**config.mk**
```make
export PLATFORM = sky130hd
export DESIGN_NAME = point_in_polygon_ray_cast
export DESIGN_NICKNAME = d
export VERILOG_FILES = /design/src/rtl/core/pipr_pkg.sv /design/src/rtl/core/pipr_cross.sv /design/src/rtl/core/point_in_polygon_ray_cast.sv
export VERILOG_INCLUDE_DIRS = /design/src /design/src/rtl/core
export SDC_FILE = /design/constraint.sdc
export NUM_CORES = 2
export LEC_CHECK = 0
export ABC_AREA = 1
export ABC_CLOCK_PERIOD_IN_PS = 21000
export BUFFER_PORTS_ARGS = -buffer_cell sky130_fd_sc_hd__buf_4
export CELL_PAD_IN_SITES_DETAIL_PLACEMENT = 0
export CELL_PAD_IN_SITES_GLOBAL_PLACEMENT = 1
export CORE_MARGIN = 4
export CORE_UTILIZATION = 53
export CTS_CLUSTER_SIZE = 24
export DETAILED_ROUTE_END_ITERATION = 8
export PLACE_DENSITY_LB_ADDON = 0.12
export SLEW_MARGIN = 20
export SYNTH_ARGS = -nofsm -noshare
export SYNTH_HDL_FRONTEND = slang
export SYNTH_SLANG_ARGS = --single-unit
```
**constraint.sdc**
```tcl
create_clock -name clk -period 21 [get_ports clk]
set_input_delay 5.25 -clock clk [delete_from_list [all_inputs] [get_ports clk]]
set_output_delay 5.25 -clock clk [all_outputs]
set_load 0.02 [all_outputs]
```
**src/rtl/core/point_in_polygon_ray_cast_defines.svh**
```systemverilog
// Assertion macros shared by the point-in-polygon RTL.
// Included by every module that carries concurrent assertions; no other dependencies.
`ifndef POINT_IN_POLYGON_RAY_CAST_DEFINES_SVH
`define POINT_IN_POLYGON_RAY_CAST_DEFINES_SVH

`ifndef SYNTHESIS
// Same-cycle implication.
`define PIPR_ASSERT_IMPL(lbl, clk, rst, ante, cons) \
  lbl: assert property (@(posedge clk) disable iff (rst) (ante) |-> (cons)) \
    else $error("pipr assertion failed");
// Next-cycle implication.
`define PIPR_ASSERT_NEXT(lbl, clk, rst, ante, cons) \
  lbl: assert property (@(posedge clk) disable iff (rst) (ante) |=> (cons)) \
    else $error("pipr assertion failed");
`else
`define PIPR_ASSERT_IMPL(lbl, clk, rst, ante, cons)
`define PIPR_ASSERT_NEXT(lbl, clk, rst, ante, cons)
`endif

`endif

```
**src/rtl/core/pipr_pkg.sv**
```systemverilog
// Shared types and codes for the point-in-polygon classifier.
// No dependencies; imported by pipr_cross and point_in_polygon_ray_cast.
package pipr_pkg;

  // Status of the shared cross-product unit.
  typedef struct packed {
    logic done;
    logic neg;
    logic zero;
  } pipr_xstat_t;

  localparam logic CMD_START  = 1'b0;
  localparam logic CMD_VERTEX = 1'b1;

  localparam logic [1:0] REL_INSIDE   = 2'd0;
  localparam logic [1:0] REL_BOUNDARY = 2'd1;
  localparam logic [1:0] REL_OUTSIDE  = 2'd2;

endpackage

```
**src/rtl/core/pipr_cross.sv**
```systemverilog
// Shared cross-product unit: (p1 - p0) x (p2 - p0) with one multiplier.
// Depends on pipr_pkg for the status struct.
module pipr_cross import pipr_pkg::*; #(
  parameter int COORD_BITS = 16
) (
  input  logic                           clk,
  input  logic                           rst,
  input  logic                           start,
  input  logic signed [COORD_BITS:0]     p1x,
  input  logic signed [COORD_BITS:0]     p1y,
  input  logic signed [COORD_BITS:0]     p2x,
  input  logic signed [COORD_BITS:0]     p2y,
  input  logic signed [COORD_BITS:0]     p0x,
  input  logic signed [COORD_BITS:0]     p0y,
  output pipr_xstat_t                    stat,
  output logic signed [2*COORD_BITS+4:0] xprod
);

  localparam int CW = COORD_BITS + 1;
  localparam int DW = COORD_BITS + 2;
  localparam int PW = 2 * DW;
  localparam int XW = PW + 1;

  localparam logic [1:0] PH_IDLE  = 2'd0;
  localparam logic [1:0] PH_MUL_A = 2'd1;
  localparam logic [1:0] PH_MUL_B = 2'd2;
  localparam logic [1:0] PH_SUB   = 2'd3;

  logic [1:0]           phase;
  logic                 done;
  logic signed [DW-1:0] d1, d2, d3, d4;
  logic signed [DW-1:0] ma, mb;
  logic signed [PW-1:0] mul;
  logic signed [PW-1:0] prod;
  logic signed [PW-1:0] hold;

  function automatic logic signed [DW-1:0] diff(input logic signed [CW-1:0] a,
                                                input logic signed [CW-1:0] b);
    logic signed [DW-1:0] ae;
    logic signed [DW-1:0] be;
    ae = {a[CW-1], a};
    be = {b[CW-1], b};
    return ae - be;
  endfunction

  // One multiplier, operands steered by phase.
  assign ma  = (phase == PH_MUL_A) ? d1 : d3;
  assign mb  = (phase == PH_MUL_A) ? d2 : d4;
  assign mul = ma * mb;

  always_ff @(posedge clk) begin
    if (rst) begin
      phase <= PH_IDLE;
      done  <= 1'b0;
    end else begin
      done <= 1'b0;
      case (phase)
        PH_MUL_A: phase <= PH_MUL_B;
        PH_MUL_B: phase <= PH_SUB;
        PH_SUB: begin
          phase <= PH_IDLE;
          done  <= 1'b1;
        end
        default: phase <= PH_IDLE;
      endcase
      if (start) begin
        phase <= PH_MUL_A;
      end
    end
  end

  always_ff @(posedge clk) begin
    if (start) begin
      d1 <= diff(p1x, p0x);
      d2 <= diff(p2y, p0y);
      d3 <= diff(p2x, p0x);
      d4 <= diff(p1y, p0y);
    end
    if (phase == PH_MUL_A) begin
      prod <= mul;
    end
    if (phase == PH_MUL_B) begin
      hold <= prod;
      prod <= mul;
    end
    if (phase == PH_SUB) begin
      xprod <= XW'({hold[PW-1], hold}) - XW'({prod[PW-1], prod});
    end
  end

  assign stat.done = done;
  assign stat.neg  = xprod[XW-1];
  assign stat.zero = (xprod == '0);

endmodule

```
**src/rtl/core/point_in_polygon_ray_cast.sv**
```systemverilog
// Point-in-polygon classifier by crossing number, with boundary detection.
// A start item (cmd = 0) loads the query point Q and clears the parity and
// boundary flags. Vertex items (cmd = 1) then stream in one at a time; each
// vertex after the first tests the edge from the previous vertex, and the
// vertex marked last_vertex also tests the closing edge back to the first
// vertex and is the only item that yields a result: relation 0 inside,
// 1 on the boundary, 2 outside. A leftward ray from Q ends at a finite x one
// below the coordinate range. All tests are exact integer arithmetic: every
// cross product goes through one shared multiplier (pipr_cross), two products
// and a subtract, one cross product at a time. An edge needs one to seven
// cross products, depending on which early exit it takes (on boundary,
// horizontal, endpoint on the ray, bounding boxes apart, straddle tests).
// in_ready is low while an item is being worked on; the result sits in an
// output register, and the block waits at the end of a polygon only if an
// earlier result has not yet been taken. collinear_tolerance is written
// through cfg_wr_en/cfg_wr_data; the user must write it only while the block
// is idle, and the block itself does not enforce this. A cross product or
// edge height of magnitude below it counts as zero. No clearing pass after
// reset.
`include "point_in_polygon_ray_cast_defines.svh"

module point_in_polygon_ray_cast import pipr_pkg::*; #(
  parameter int COORD_BITS = 16
) (
  input  logic                         clk,
  input  logic                         rst,
  input  logic                         cfg_wr_en,
  input  logic [15:0]                  cfg_wr_data,
  input  logic                         in_valid,
  output logic                         in_ready,
  input  logic                         cmd,
  input  logic signed [COORD_BITS-1:0] coord_x,
  input  logic signed [COORD_BITS-1:0] coord_y,
  input  logic                         last_vertex,
  output logic                         out_valid,
  input  logic                         out_ready,
  output logic [1:0]                   relation
);

  localparam int CW = COORD_BITS + 1;
  localparam int XW = 2 * (COORD_BITS + 2) + 1;

  // Ray end: -(2^(COORD_BITS-1)) - 1, one below the coordinate range.
  localparam logic signed [CW-1:0] RAY_X = {2'b10, {(COORD_BITS-1){1'b1}}};

  // Sequencer states.
  localparam logic [3:0] S_IDLE = 4'd0;
  localparam logic [3:0] S_EDGE = 4'd1;
  localparam logic [3:0] S_CQ   = 4'd2;
  localparam logic [3:0] S_CA   = 4'd3;
  localparam logic [3:0] S_CB   = 4'd4;
  localparam logic [3:0] S_S1   = 4'd5;
  localparam logic [3:0] S_S2   = 4'd6;
  localparam logic [3:0] S_S3   = 4'd7;
  localparam logic [3:0] S_S4   = 4'd8;
  localparam logic [3:0] S_NEXT = 4'd9;
  localparam logic [3:0] S_OUT  = 4'd10;

  // Cross-product operand sets, named p1 p2 p0.
  localparam logic [2:0] XP_ABQ = 3'd0;
  localparam logic [2:0] XP_QRA = 3'd1;
  localparam logic [2:0] XP_QRB = 3'd2;
  localparam logic [2:0] XP_ARQ = 3'd3;
  localparam logic [2:0] XP_RBQ = 3'd4;
  localparam logic [2:0] XP_QBA = 3'd5;
  localparam logic [2:0] XP_BRA = 3'd6;

  logic [3:0]  state;
  logic [3:0]  state_next;
  logic [15:0] tol;

  // Architectural state.
  logic signed [COORD_BITS-1:0] qx, qy;
  logic signed [COORD_BITS-1:0] fx, fy;
  logic signed [COORD_BITS-1:0] px, py;
  logic                         parity;
  logic                         bound;
  logic                         seen;

  // Edge under test and sequencing flags.
  logic signed [COORD_BITS-1:0] ax, ay, bx, by;
  logic                         closing_pending;
  logic                         closing_active;
  logic                         s1_neg, s1_zero;

  // Shared unit interface.
  logic                 x_start;
  logic [2:0]           x_op;
  logic signed [CW-1:0] p1x, p1y, p2x, p2y, p0x, p0y;
  pipr_xstat_t          xs;
  logic signed [XW-1:0] xcross;

  logic signed [CW-1:0] qxe, qye, axe, aye, bxe, bye;
  logic signed [CW-1:0] hdiff;
  logic signed [XW-1:0] hwide;
  logic                 small_c, horiz;
  logic                 on_q, on_a, on_b;
  logic                 bbox_miss;
  logic                 opposite;
  logic                 par_flip;
  logic                 bound_set;
  logic                 out_fire;

  function automatic logic is_small(input logic signed [XW-1:0] v,
                                    input logic [15:0] t);
    logic signed [XW-1:0] tw;
    logic signed [XW-1:0] s;
    tw = {{(XW-16){1'b0}}, t};
    s  = v + tw;
    return v[XW-1] ? (s > 0) : (v < tw);
  endfunction

  function automatic logic between(input logic signed [CW-1:0] v,
                                   input logic signed [CW-1:0] a,
                                   input logic signed [CW-1:0] b);
    return (a <= b) ? (a <= v && v <= b) : (b <= v && v <= a);
  endfunction

  function automatic logic signed [CW-1:0] max2(input logic signed [CW-1:0] a,
                                                input logic signed [CW-1:0] b);
    return (a > b) ? a : b;
  endfunction

  function automatic logic signed [CW-1:0] min2(input logic signed [CW-1:0] a,
                                                input logic signed [CW-1:0] b);
    return (a < b) ? a : b;
  endfunction

  assign qxe = {qx[COORD_BITS-1], qx};
  assign qye = {qy[COORD_BITS-1], qy};
  assign axe = {ax[COORD_BITS-1], ax};
  assign aye = {ay[COORD_BITS-1], ay};
  assign bxe = {bx[COORD_BITS-1], bx};
  assign bye = {by[COORD_BITS-1], by};

  // Edge height, widened so the same tolerance test applies.
  assign hdiff = aye - bye;
  assign hwide = {{(XW-CW){hdiff[CW-1]}}, hdiff};
  assign horiz = is_small(hwide, tol);

  assign small_c = is_small(xcross, tol);
  assign on_q = small_c && between(qxe, axe, bxe) && between(qye, aye, bye);
  assign on_a = small_c && between(axe, qxe, RAY_X) && (aye == qye);
  assign on_b = small_c && between(bxe, qxe, RAY_X) && (bye == qye);

  // Bounding boxes of ray Q-R and edge A-B must overlap.
  assign bbox_miss = (max2(qxe, RAY_X) < min2(axe, bxe))
                  || (max2(axe, bxe) < min2(qxe, RAY_X))
                  || (qye < min2(aye, bye))
                  || (max2(aye, bye) < qye);

  // Held sign against the sign just produced: strictly opposite.
  assign opposite = (s1_neg && !xs.neg && !xs.zero)
                 || (!s1_neg && !s1_zero && xs.neg);

  // Operand steering for the shared unit.
  always_comb begin
    p1x = qxe;  p1y = qye;
    p2x = RAY_X; p2y = qye;
    p0x = axe;  p0y = aye;
    case (x_op)
      XP_ABQ: begin
        p1x = axe; p1y = aye; p2x = bxe; p2y = bye; p0x = qxe; p0y = qye;
      end
      XP_QRA: begin
        p1x = qxe; p1y = qye; p2x = RAY_X; p2y = qye; p0x = axe; p0y = aye;
      end
      XP_QRB: begin
        p1x = qxe; p1y = qye; p2x = RAY_X; p2y = qye; p0x = bxe; p0y = bye;
      end
      XP_ARQ: begin
        p1x = axe; p1y = aye; p2x = RAY_X; p2y = qye; p0x = qxe; p0y = qye;
      end
      XP_RBQ: begin
        p1x = RAY_X; p1y = qye; p2x = bxe; p2y = bye; p0x = qxe; p0y = qye;
      end
      XP_QBA: begin
        p1x = qxe; p1y = qye; p2x = bxe; p2y = bye; p0x = axe; p0y = aye;
      end
      XP_BRA: begin
        p1x = bxe; p1y = bye; p2x = RAY_X; p2y = qye; p0x = axe; p0y = aye;
      end
      default: ;
    endcase
  end

  pipr_cross #(
    .COORD_BITS(COORD_BITS)
  ) u_cross (
    .clk   (clk),
    .rst   (rst),
    .start (x_start),
    .p1x   (p1x),
    .p1y   (p1y),
    .p2x   (p2x),
    .p2y   (p2y),
    .p0x   (p0x),
    .p0y   (p0y),
    .stat  (xs),
    .xprod (xcross)
  );

  assign in_ready = (state == S_IDLE);
  assign out_fire = (state == S_OUT) && (!out_valid || out_ready);

  // Sequencer: launch the next cross product in the cycle the previous one lands.
  always_comb begin
    state_next = state;
    x_start    = 1'b0;
    x_op       = XP_ABQ;
    par_flip   = 1'b0;
    bound_set  = 1'b0;
    case (state)
      S_IDLE: begin
        if (in_valid && cmd == CMD_VERTEX && (last_vertex || seen)) begin
          state_next = S_EDGE;
        end
      end
      S_EDGE: begin
        x_start    = 1'b1;
        x_op       = XP_ABQ;
        state_next = S_CQ;
      end
      S_CQ: begin
        if (xs.done) begin
          if (on_q) begin
            bound_set  = 1'b1;
            state_next = S_NEXT;
          end else if (horiz) begin
            state_next = S_NEXT;
          end else begin
            x_start    = 1'b1;
            x_op       = XP_QRA;
            state_next = S_CA;
          end
        end
      end
      S_CA: begin
        if (xs.done) begin
          if (on_a) begin
            par_flip   = (ay > by);
            state_next = S_NEXT;
          end else begin
            x_start    = 1'b1;
            x_op       = XP_QRB;
            state_next = S_CB;
          end
        end
      end
      S_CB: begin
        if (xs.done) begin
          if (on_b) begin
            par_flip   = (by > ay);
            state_next = S_NEXT;
          end else if (bbox_miss) begin
            state_next = S_NEXT;
          end else begin
            x_start    = 1'b1;
            x_op       = XP_ARQ;
            state_next = S_S1;
          end
        end
      end
      S_S1: begin
        if (xs.done) begin
          x_start    = 1'b1;
          x_op       = XP_RBQ;
          state_next = S_S2;
        end
      end
      S_S2: begin
        if (xs.done) begin
          if (opposite) begin
            state_next = S_NEXT;
          end else begin
            x_start    = 1'b1;
            x_op       = XP_QBA;
            state_next = S_S3;
          end
        end
      end
      S_S3: begin
        if (xs.done) begin
          x_start    = 1'b1;
          x_op       = XP_BRA;
          state_next = S_S4;
        end
      end
      S_S4: begin
        if (xs.done) begin
          par_flip   = !opposite;
          state_next = S_NEXT;
        end
      end
      S_NEXT: begin
        if (closing_pending) begin
          state_next = S_EDGE;
        end else if (closing_active) begin
          state_next = S_OUT;
        end else begin
          state_next = S_IDLE;
        end
      end
      S_OUT: begin
        if (out_fire) begin
          state_next = S_IDLE;
        end
      end
      default: state_next = S_IDLE;
    endcase
  end

  always_ff @(posedge clk) begin
    if (rst) begin
      state           <= S_IDLE;
      tol             <= 16'd1;
      qx              <= '0;
      qy              <= '0;
      fx              <= '0;
      fy              <= '0;
      px              <= '0;
      py              <= '0;
      parity          <= 1'b0;
      bound           <= 1'b0;
      seen            <= 1'b0;
      closing_pending <= 1'b0;
      closing_active  <= 1'b0;
      out_valid       <= 1'b0;
      relation        <= REL_OUTSIDE;
    end else begin
      state <= state_next;
      if (cfg_wr_en) begin
        tol <= cfg_wr_data;
      end
      if (par_flip) begin
        parity <= !parity;
      end
      if (bound_set) begin
        bound <= 1'b1;
      end
      if (in_valid && in_ready) begin
        if (cmd == CMD_START) begin
          qx     <= coord_x;
          qy     <= coord_y;
          parity <= 1'b0;
          bound  <= 1'b0;
          seen   <= 1'b0;
        end else begin
          px <= coord_x;
          py <= coord_y;
          if (!seen) begin
            // First vertex: only a one-vertex polygon tests an edge now.
            fx              <= coord_x;
            fy              <= coord_y;
            seen            <= 1'b1;
            closing_pending <= 1'b0;
            closing_active  <= last_vertex;
          end else begin
            closing_pending <= last_vertex;
            closing_active  <= 1'b0;
          end
        end
      end
      if (state == S_NEXT && closing_pending) begin
        closing_pending <= 1'b0;
        closing_active  <= 1'b1;
      end
      if (out_valid && out_ready) begin
        out_valid <= 1'b0;
      end
      if (out_fire) begin
        out_valid      <= 1'b1;
        relation       <= bound ? REL_BOUNDARY : (parity ? REL_INSIDE : REL_OUTSIDE);
        parity         <= 1'b0;
        bound          <= 1'b0;
        seen           <= 1'b0;
        closing_active <= 1'b0;
      end
    end
  end

  // Edge endpoints and held straddle sign.
  always_ff @(posedge clk) begin
    if (in_valid && in_ready && cmd == CMD_VERTEX) begin
      if (!seen) begin
        ax <= coord_x;
        ay <= coord_y;
      end else begin
        ax <= px;
        ay <= py;
      end
      bx <= coord_x;
      by <= coord_y;
    end
    if (state == S_NEXT && closing_pending) begin
      // Closing edge: last vertex back to the first.
      ax <= px;
      ay <= py;
      bx <= fx;
      by <= fy;
    end
    if ((state == S_S1 || state == S_S3) && xs.done) begin
      s1_neg  <= xs.neg;
      s1_zero <= xs.zero;
    end
  end

  `PIPR_ASSERT_IMPL(a_idle_unit_quiet, clk, rst, in_ready, !xs.done)
  `PIPR_ASSERT_IMPL(a_done_in_wait, clk, rst, xs.done, (state >= S_CQ) && (state <= S_S4))
  `PIPR_ASSERT_NEXT(a_result_clears, clk, rst, out_fire, out_valid && !seen && !parity && !bound)
  `PIPR_ASSERT_IMPL(a_close_once, clk, rst, closing_pending, !closing_active)

endmodule
```
Word level (Yosys, flattened, before mapping)
Cells that the tools add are included.
{"block": "word_totals", "regBits": 374, "inputBits": 55, "ramBits": 0, "n_memories": 0, "word_cells": 265, "out_inout_bits": 4, "rom_bits": 0, "latch_bits": 0}
{"block": "op_classes", "n_eq_ne": 29, "reduce_logical": 60, "add_sub_neg": 8, "div_mod_pow": 0, "n_bitwise": 2, "order_cmp": 31, "shifts": 0, "multipliers": 1, "mux": 103}
{"cell": "16-bit <= comparator", "count": 10}
{"cell": "16-bit two-way mux", "count": 10}
{"cell": "17-bit two-way mux", "count": 8}
{"cell": "17-bit case mux with 2 select lines", "count": 3}
{"cell": "36-bit two-way mux", "count": 2}
{"cell": "17-bit by 17-bit subtractor with 18-bit output", "count": 4}
{"cell": "4-bit two-way mux", "count": 17}
{"cell": "16-bit greater-than comparator", "count": 4}
{"cell": "16-bit by 17-bit <= comparator with 1-bit output (second input constant)", "count": 3}
{"cell": "17-bit < comparator", "count": 3}
{"cell": "17-bit case mux with 3 select lines", "count": 1}
{"cell": "1-bit two-way mux", "count": 44}
{"cell": "4-bit case mux with 11 select lines", "count": 1}
{"cell": "37-bit by 17-bit adder with 37-bit output", "count": 1}
{"cell": "37-bit by 1-bit greater-than comparator with 1-bit output (second input constant)", "count": 1}
{"cell": "37-bit zero test", "count": 1}
{"cell": "37-bit by 17-bit < comparator with 1-bit output", "count": 1}
{"cell": "36-bit by 36-bit subtractor with 37-bit output", "count": 1}
{"cell": "18-bit by 18-bit multiplier with 36-bit output", "count": 1}
{"cell": "18-bit two-way mux", "count": 2}
{"cell": "17-bit by 16-bit <= comparator with 1-bit output (first input constant)", "count": 2}
{"cell": "16-bit == test", "count": 2}
{"cell": "16-bit < comparator", "count": 2}
{"cell": "1-bit logical AND", "count": 26}
{"cell": "other kinds (34)", "count": 84}

Longest topological paths before layout
{"block": "depth", "word_depth": 14, "ltp_mapped": 46, "mapped_depth_nobuf": 45}

Cells and area by module
From an unflattened synthesis, not the netlist that was laid out.
{"block": "hier_totals", "hier_cells": 5857, "area_unflattened_um2": 42991.2}
{"module": "pipr_cross", "area_each_um2": 25623.3, "instances": 1, "seq_area_each_um2": 5495.3, "cells_per_inst": 3216}
{"module": "point_in_polygon_ray_cast", "area_each_um2": 17367.9, "instances": 1, "seq_area_each_um2": 4464.3, "cells_per_inst": 2641}

Least setup slack after synthesis
OpenSTA, ideal clock, no wires.
{"block": "synth_timing", "path_type": "input to register", "startpoint": "in in_valid", "endpoint": "reg ax[0], enable pin", "slack_ps": 13186, "path_stages": 6, "t_required_ps": 20312, "setup_time_ps": 688, "path_buffers": 2, "arrival_time_ps": 7127, "path_cell_list": "nand2_1 nor2_1 inv_1 clkbuf_1 clkbuf_1 nand2_1"}
{"block": "synth_via", "elab_chain_len": 3}
{"item": "from (decl)", "line": "point_in_polygon_ray_cast.sv:29", "text": "input logic in_valid,"}
{"item": "1-bit logical AND (2 in series)", "line": "point_in_polygon_ray_cast.sv:384", "text": "if (in_valid && in_ready && cmd == CMD_VERTEX) begin"}
{"item": "2-bit nonzero test (no line)"}
{"item": "to (signal assigned)", "line": "point_in_polygon_ray_cast.sv:386", "text": "ax <= coord_x;"}
{"item": "to (signal assigned)", "line": "point_in_polygon_ray_cast.sv:389", "text": "ax <= px;"}
{"item": "to (signal assigned)", "line": "point_in_polygon_ray_cast.sv:397", "text": "ax <= px;"}
{"item": "to (decl)", "line": "point_in_polygon_ray_cast.sv:81", "text": "logic signed [COORD_BITS-1:0] ax, ay, bx, by;"}
No other way between the ends.
A chain may end at the register's enable or synchronous reset.

Worst setup path after layout
{"block": "layout_timing", "startpoint": "reg u_cross.phase[1]", "endpoint": "reg u_cross.prod[35], data pin"}
{"block": "layout_via", "elab_chain_len": 5, "elab_cells_between_ends": 7, "classes_between": "1 x mul; 2 x eq/ne; 4 x mux"}
{"item": "from (decl)", "line": "pipr_cross.sv:29", "text": "logic [1:0] phase;"}
{"item": "from (signal assigned)", "line": "pipr_cross.sv:53", "text": "phase <= PH_IDLE;"}
{"item": "from (signal assigned)", "line": "pipr_cross.sv:58", "text": "PH_MUL_A: phase <= PH_MUL_B;"}
{"item": "from (signal assigned)", "line": "pipr_cross.sv:59", "text": "PH_MUL_B: phase <= PH_SUB;"}
{"item": "2-bit by 1-bit == test with 1-bit output (*)", "line": "pipr_cross.sv:47, pipr_cross.sv:48"}
{"item": "18-bit two-way mux (on tied branches)", "line": "pipr_cross.sv:47, pipr_cross.sv:48"}
{"item": "18-bit by 18-bit multiplier with 36-bit output (*)", "line": "pipr_cross.sv:49", "text": "assign mul = ma * mb;"}
{"item": "named net u_cross.mul[35]", "line": "pipr_cross.sv:33", "text": "logic signed [PW-1:0] mul;"}
{"item": "36-bit two-way mux", "line": "pipr_cross.sv:79", "text": "if (phase == PH_MUL_A) begin"}
{"item": "36-bit two-way mux (*)", "line": "pipr_cross.sv:82", "text": "if (phase == PH_MUL_B) begin"}
{"item": "to (signal assigned)", "line": "pipr_cross.sv:80", "text": "prod <= mul;"}
{"item": "to (signal assigned)", "line": "pipr_cross.sv:84", "text": "prod <= mul;"}
{"item": "to (decl)", "line": "pipr_cross.sv:34", "text": "logic signed [PW-1:0] prod;"}
Mark *: on every way through the listed nets, which the timed path passes. The rest lies on a longest branch. The select of a mux whose other input is x is not followed.

==> flow_summary.ini <==
[global_routing]
grt_max_degree = 99
grt_usage_pct = 29.38
antenna_found_initial = 0
grt_pass1_vias = 34330
grt_pass1_wl_um = 189000
overflow = 0

[yosys]
yosysTopAreaCell = edfxtp_1
synth.distinct_cells = 64
synth_top_flop_cell = edfxtp_1
synth-edff-count = 247
synth_cells = 5196
seq_area_frac_synth_pct = 24.82
synth_simple_gate_area_share_pct = 20.97
yosys-mux-area-fraction_pct = 0.05612
syn-num-nets = 5982
ys_top_cells_by_area = edfxtp_1 (18%), fa_1 (17%), ha_1 (12%)
synthXorXnorAreaFrac_pct = 2.903
synth_seq_cells = 374
synth_top_family_by_area = adder cells
synthArstFlopShare_pct = 0
yosysWarnings = 0
synth_top_area_share_pct = 18.48
synth_area_um2 = 40130
synth-compound-area-share_pct = 11.92
synth.avg_cell_area_um2 = 7.723
synth_fa_ha_area_share_pct = 29.04

[place]
pre_cts_slack_ns = 12.12
dp_cells = 6127
port_buffers = 58
place.gp.congestion = 0.9547
hpwl_um = 96080

[floorplan]
fp.coreArea_um2 = 74700
die_x_um = 283.2
rows = 100
ios = 59
start_util_pct = 53.72
die_y_um = 283.2
dieArea_um2 = 80180

[sta]
worst_slack_ns = 12.45
rsz0062_at_grt = false
final_hold_viol_count = 0
fin_crit_sh_pct = 40.70
slew_violations = 0
setup_violations = 0
relSlewSlack_pct = 27.40
fin_tns_setup_ns = 0
fin_worst_skew_ns = 0.04779
period_needed_ns = 8.546
worst_pin_slew_ns = 1.088
fmax_mhz = 117.0

[critical_path]
r2r_start = u_cross.phase[1]
end_kind = flop
r2r_end = u_cross.prod[35]
reg2reg_depth = 36
worst_ep_required_time_ns = 21.29
reg2reg_slack_ns = 12.45
critical_path_class = flop to flop
cp_slowest_cell = o21ai_1
startpoint_type = flop
worst_ep_arrival_time_ns = 8.84
critPathMaxFanout = 70
slowest_delay_ns = 0.82
crit_top_cell = inv_1

[drt]
wl_per_cell_um = 19.09
avgViaCountPerCell = 5.541
dr.pass1.iters = 6
num_vias = 34400
drt_iter0_markers = 2629
remaining_drc_errors = 0
ant_nets = 0
routed_wl_um = 118500

[run]
max-cap-violations = 0

[clock_tree]
cts_inserted_buffers = 45
cts.clk_slew.worst_paths_ns = 0.06
cts_hold_buf = 0
cts-root-buf = clkbuf_16
cts_tree = built
clock_latency_ns = 0.60
clock_sinks = 374
htreeDepth = 2
cts_buffer_depth = 3
postCtsSetupBuffers = 0
cts_resized = 0

[min_path]
min_path_cells = 0
hold_end = u_cross.hold[27]
min_from = u_cross.prod[27]
hold_class = flop to flop

[final_layout]
fill_cells = 7169
synthToLayoutAreaGrowth_pct = 7.405
instances_no_fill = 6209
diodes = 0
fin_nets = 5991
drive_above_1_share_pct = 5.840
fin_util_pct = 57.70

[run_status]
outcome = finished clean
-- worst max-delay path: cells and delay by family (launching register included) --
family | cells | cell delay, ns
and+or+nand+nor | 9 | 1.00
buffers and inverters | 9 | 1.28
AOI/OAI and AO/OA | 8 | 2.40
adders and majority gates | 9 | 3.01
xor gates and xnor gates | 1 | 0.14
DFF | 1 | 0.38
-- per-layer routing --
metal  global-route usage [%]  vias to the layer above  routed length [um]
met1                    39.46                    16390               51500
met5                        0                        -                   0
met2                    50.00                     1051               56580
met4                    9.340                        0                3988
li1                         -                    16740                   -
met3                    3.368                      228                6443
-- synth_stat cells (4+ instances only) --
| master | n |
|---|---|
| nor2_2 | 16 |
| nand4_1 | 54 |
| clkinv_1 | 12 |
| nor4_1 | 20 |
| ha_1 | 397 |
| o21ai_0 | 299 |
| inv_1 | 921 |
| o21bai_1 | 13 |
| a221oi_1 | 8 |
| nand2_2 | 41 |
| or2_2 | 4 |
| nand2_4 | 7 |
| o221a_2 | 4 |
| buf_1 | 4 |
| a21oi_1 | 369 |
| o21ai_1 | 31 |
| o31ai_1 | 8 |
| edfxtp_1 | 247 |
| a31oi_1 | 19 |
| nor2_1 | 457 |
| inv_2 | 21 |
| nand2_1 | 1119 |
| dfxtp_1 | 127 |
| clkbuf_1 | 127 |
| nor3_1 | 43 |
| a21o_1 | 16 |
| o21a_1 | 11 |
| o2111ai_1 | 5 |
| xor2_1 | 86 |
| nand3_1 | 207 |
| nand3_2 | 12 |
| xnor2_1 | 47 |
| o22ai_1 | 9 |
| o211ai_1 | 9 |
| a21oi_2 | 5 |
| fa_1 | 334 |
| a211oi_1 | 11 |
| o221ai_1 | 29 |
-- flip-flops by register name (all words and copies together), names as in the netlist, 2 cells and up --
| name | cells |
|---|---|
| u_cross.xprod | 37 |
| u_cross.hold | 36 |
| u_cross.prod | 36 |
| u_cross.d1 | 18 |
| u_cross.d2 | 18 |
| u_cross.d3 | 18 |
| u_cross.d4 | 18 |
| ax | 16 |
| ay | 16 |
| bx | 16 |
| by | 16 |
| fx | 16 |
| fy | 16 |
| px | 16 |
| py | 16 |
| qx | 16 |
| qy | 16 |
| tol | 16 |
| state | 4 |
| relation | 2 |
| u_cross.phase | 2 |
-- layout by cell type, fill, tap and decap left out, drive strengths merged, types with 20 or more instances in the layout --
cell and instances:
nand2 1167, inv 949, nor2 476, ha 397, a21oi 374, fa 334, o21ai 333, edfxtp 247
nand3 222, dfxtp 127, buf 100, xor2 86, clkbuf 58, nand4 54, xnor2 47, nor3 43
o221ai 29, clkinv 25, nor4 20
-- worst max path at each step --
stage                       endpoint  cells after the start        startpoint  slack (ns)
floorplan                      ax[0]                      6          in_valid       13.19
global placement    u_cross.prod[35]                     36  u_cross.phase[1]       12.24
detailed placement  u_cross.prod[35]                     36  u_cross.phase[1]       12.12
CTS                 u_cross.prod[35]                     36  u_cross.phase[1]       12.11
global route        u_cross.prod[35]                     37  u_cross.phase[1]       11.83
finish              u_cross.prod[35]                     36  u_cross.phase[1]       12.45
-- metrics by stage --
stage	hold slack [ns]	area (um2)
2_1_floorplan	0.4264	40130
3_3_place_gp	0.4339	41580
3_5_place_dp	0.4326	41580
4_1_cts	0.4342	43090
5_1_grt	0.4526	43100
6_report	0.4382	43100
-- cell type report --
class	count	area, um2	share of cell area (%)
Multi-Input combinational cell	3730	26100	60.55
Sequential cell	374	9960	23.11
Inverter	954	3581	8.308
Clock buffer	58	1236	2.868
Tap cell	969	1212	2.813
Timing Repair Buffer	100	750.7	1.742
Clock inverter	24	264.0	0.6125
-- cells by family (layout without fill, tap and decap cells) --
family | Yosys count | after routing
and+or+nand+nor | 2001 | 2001
buffers and inverters | 1092 | 1136
AOI/OAI and AO/OA | 863 | 863
adders and majority gates | 731 | 731
DFF | 374 | 374
xor gates and xnor gates | 133 | 133
muxes | 2 | 2
Power is left out: the tool's default activity adds up to more than one toggle a clock period on the data nets, which glitch-free logic cannot reach.
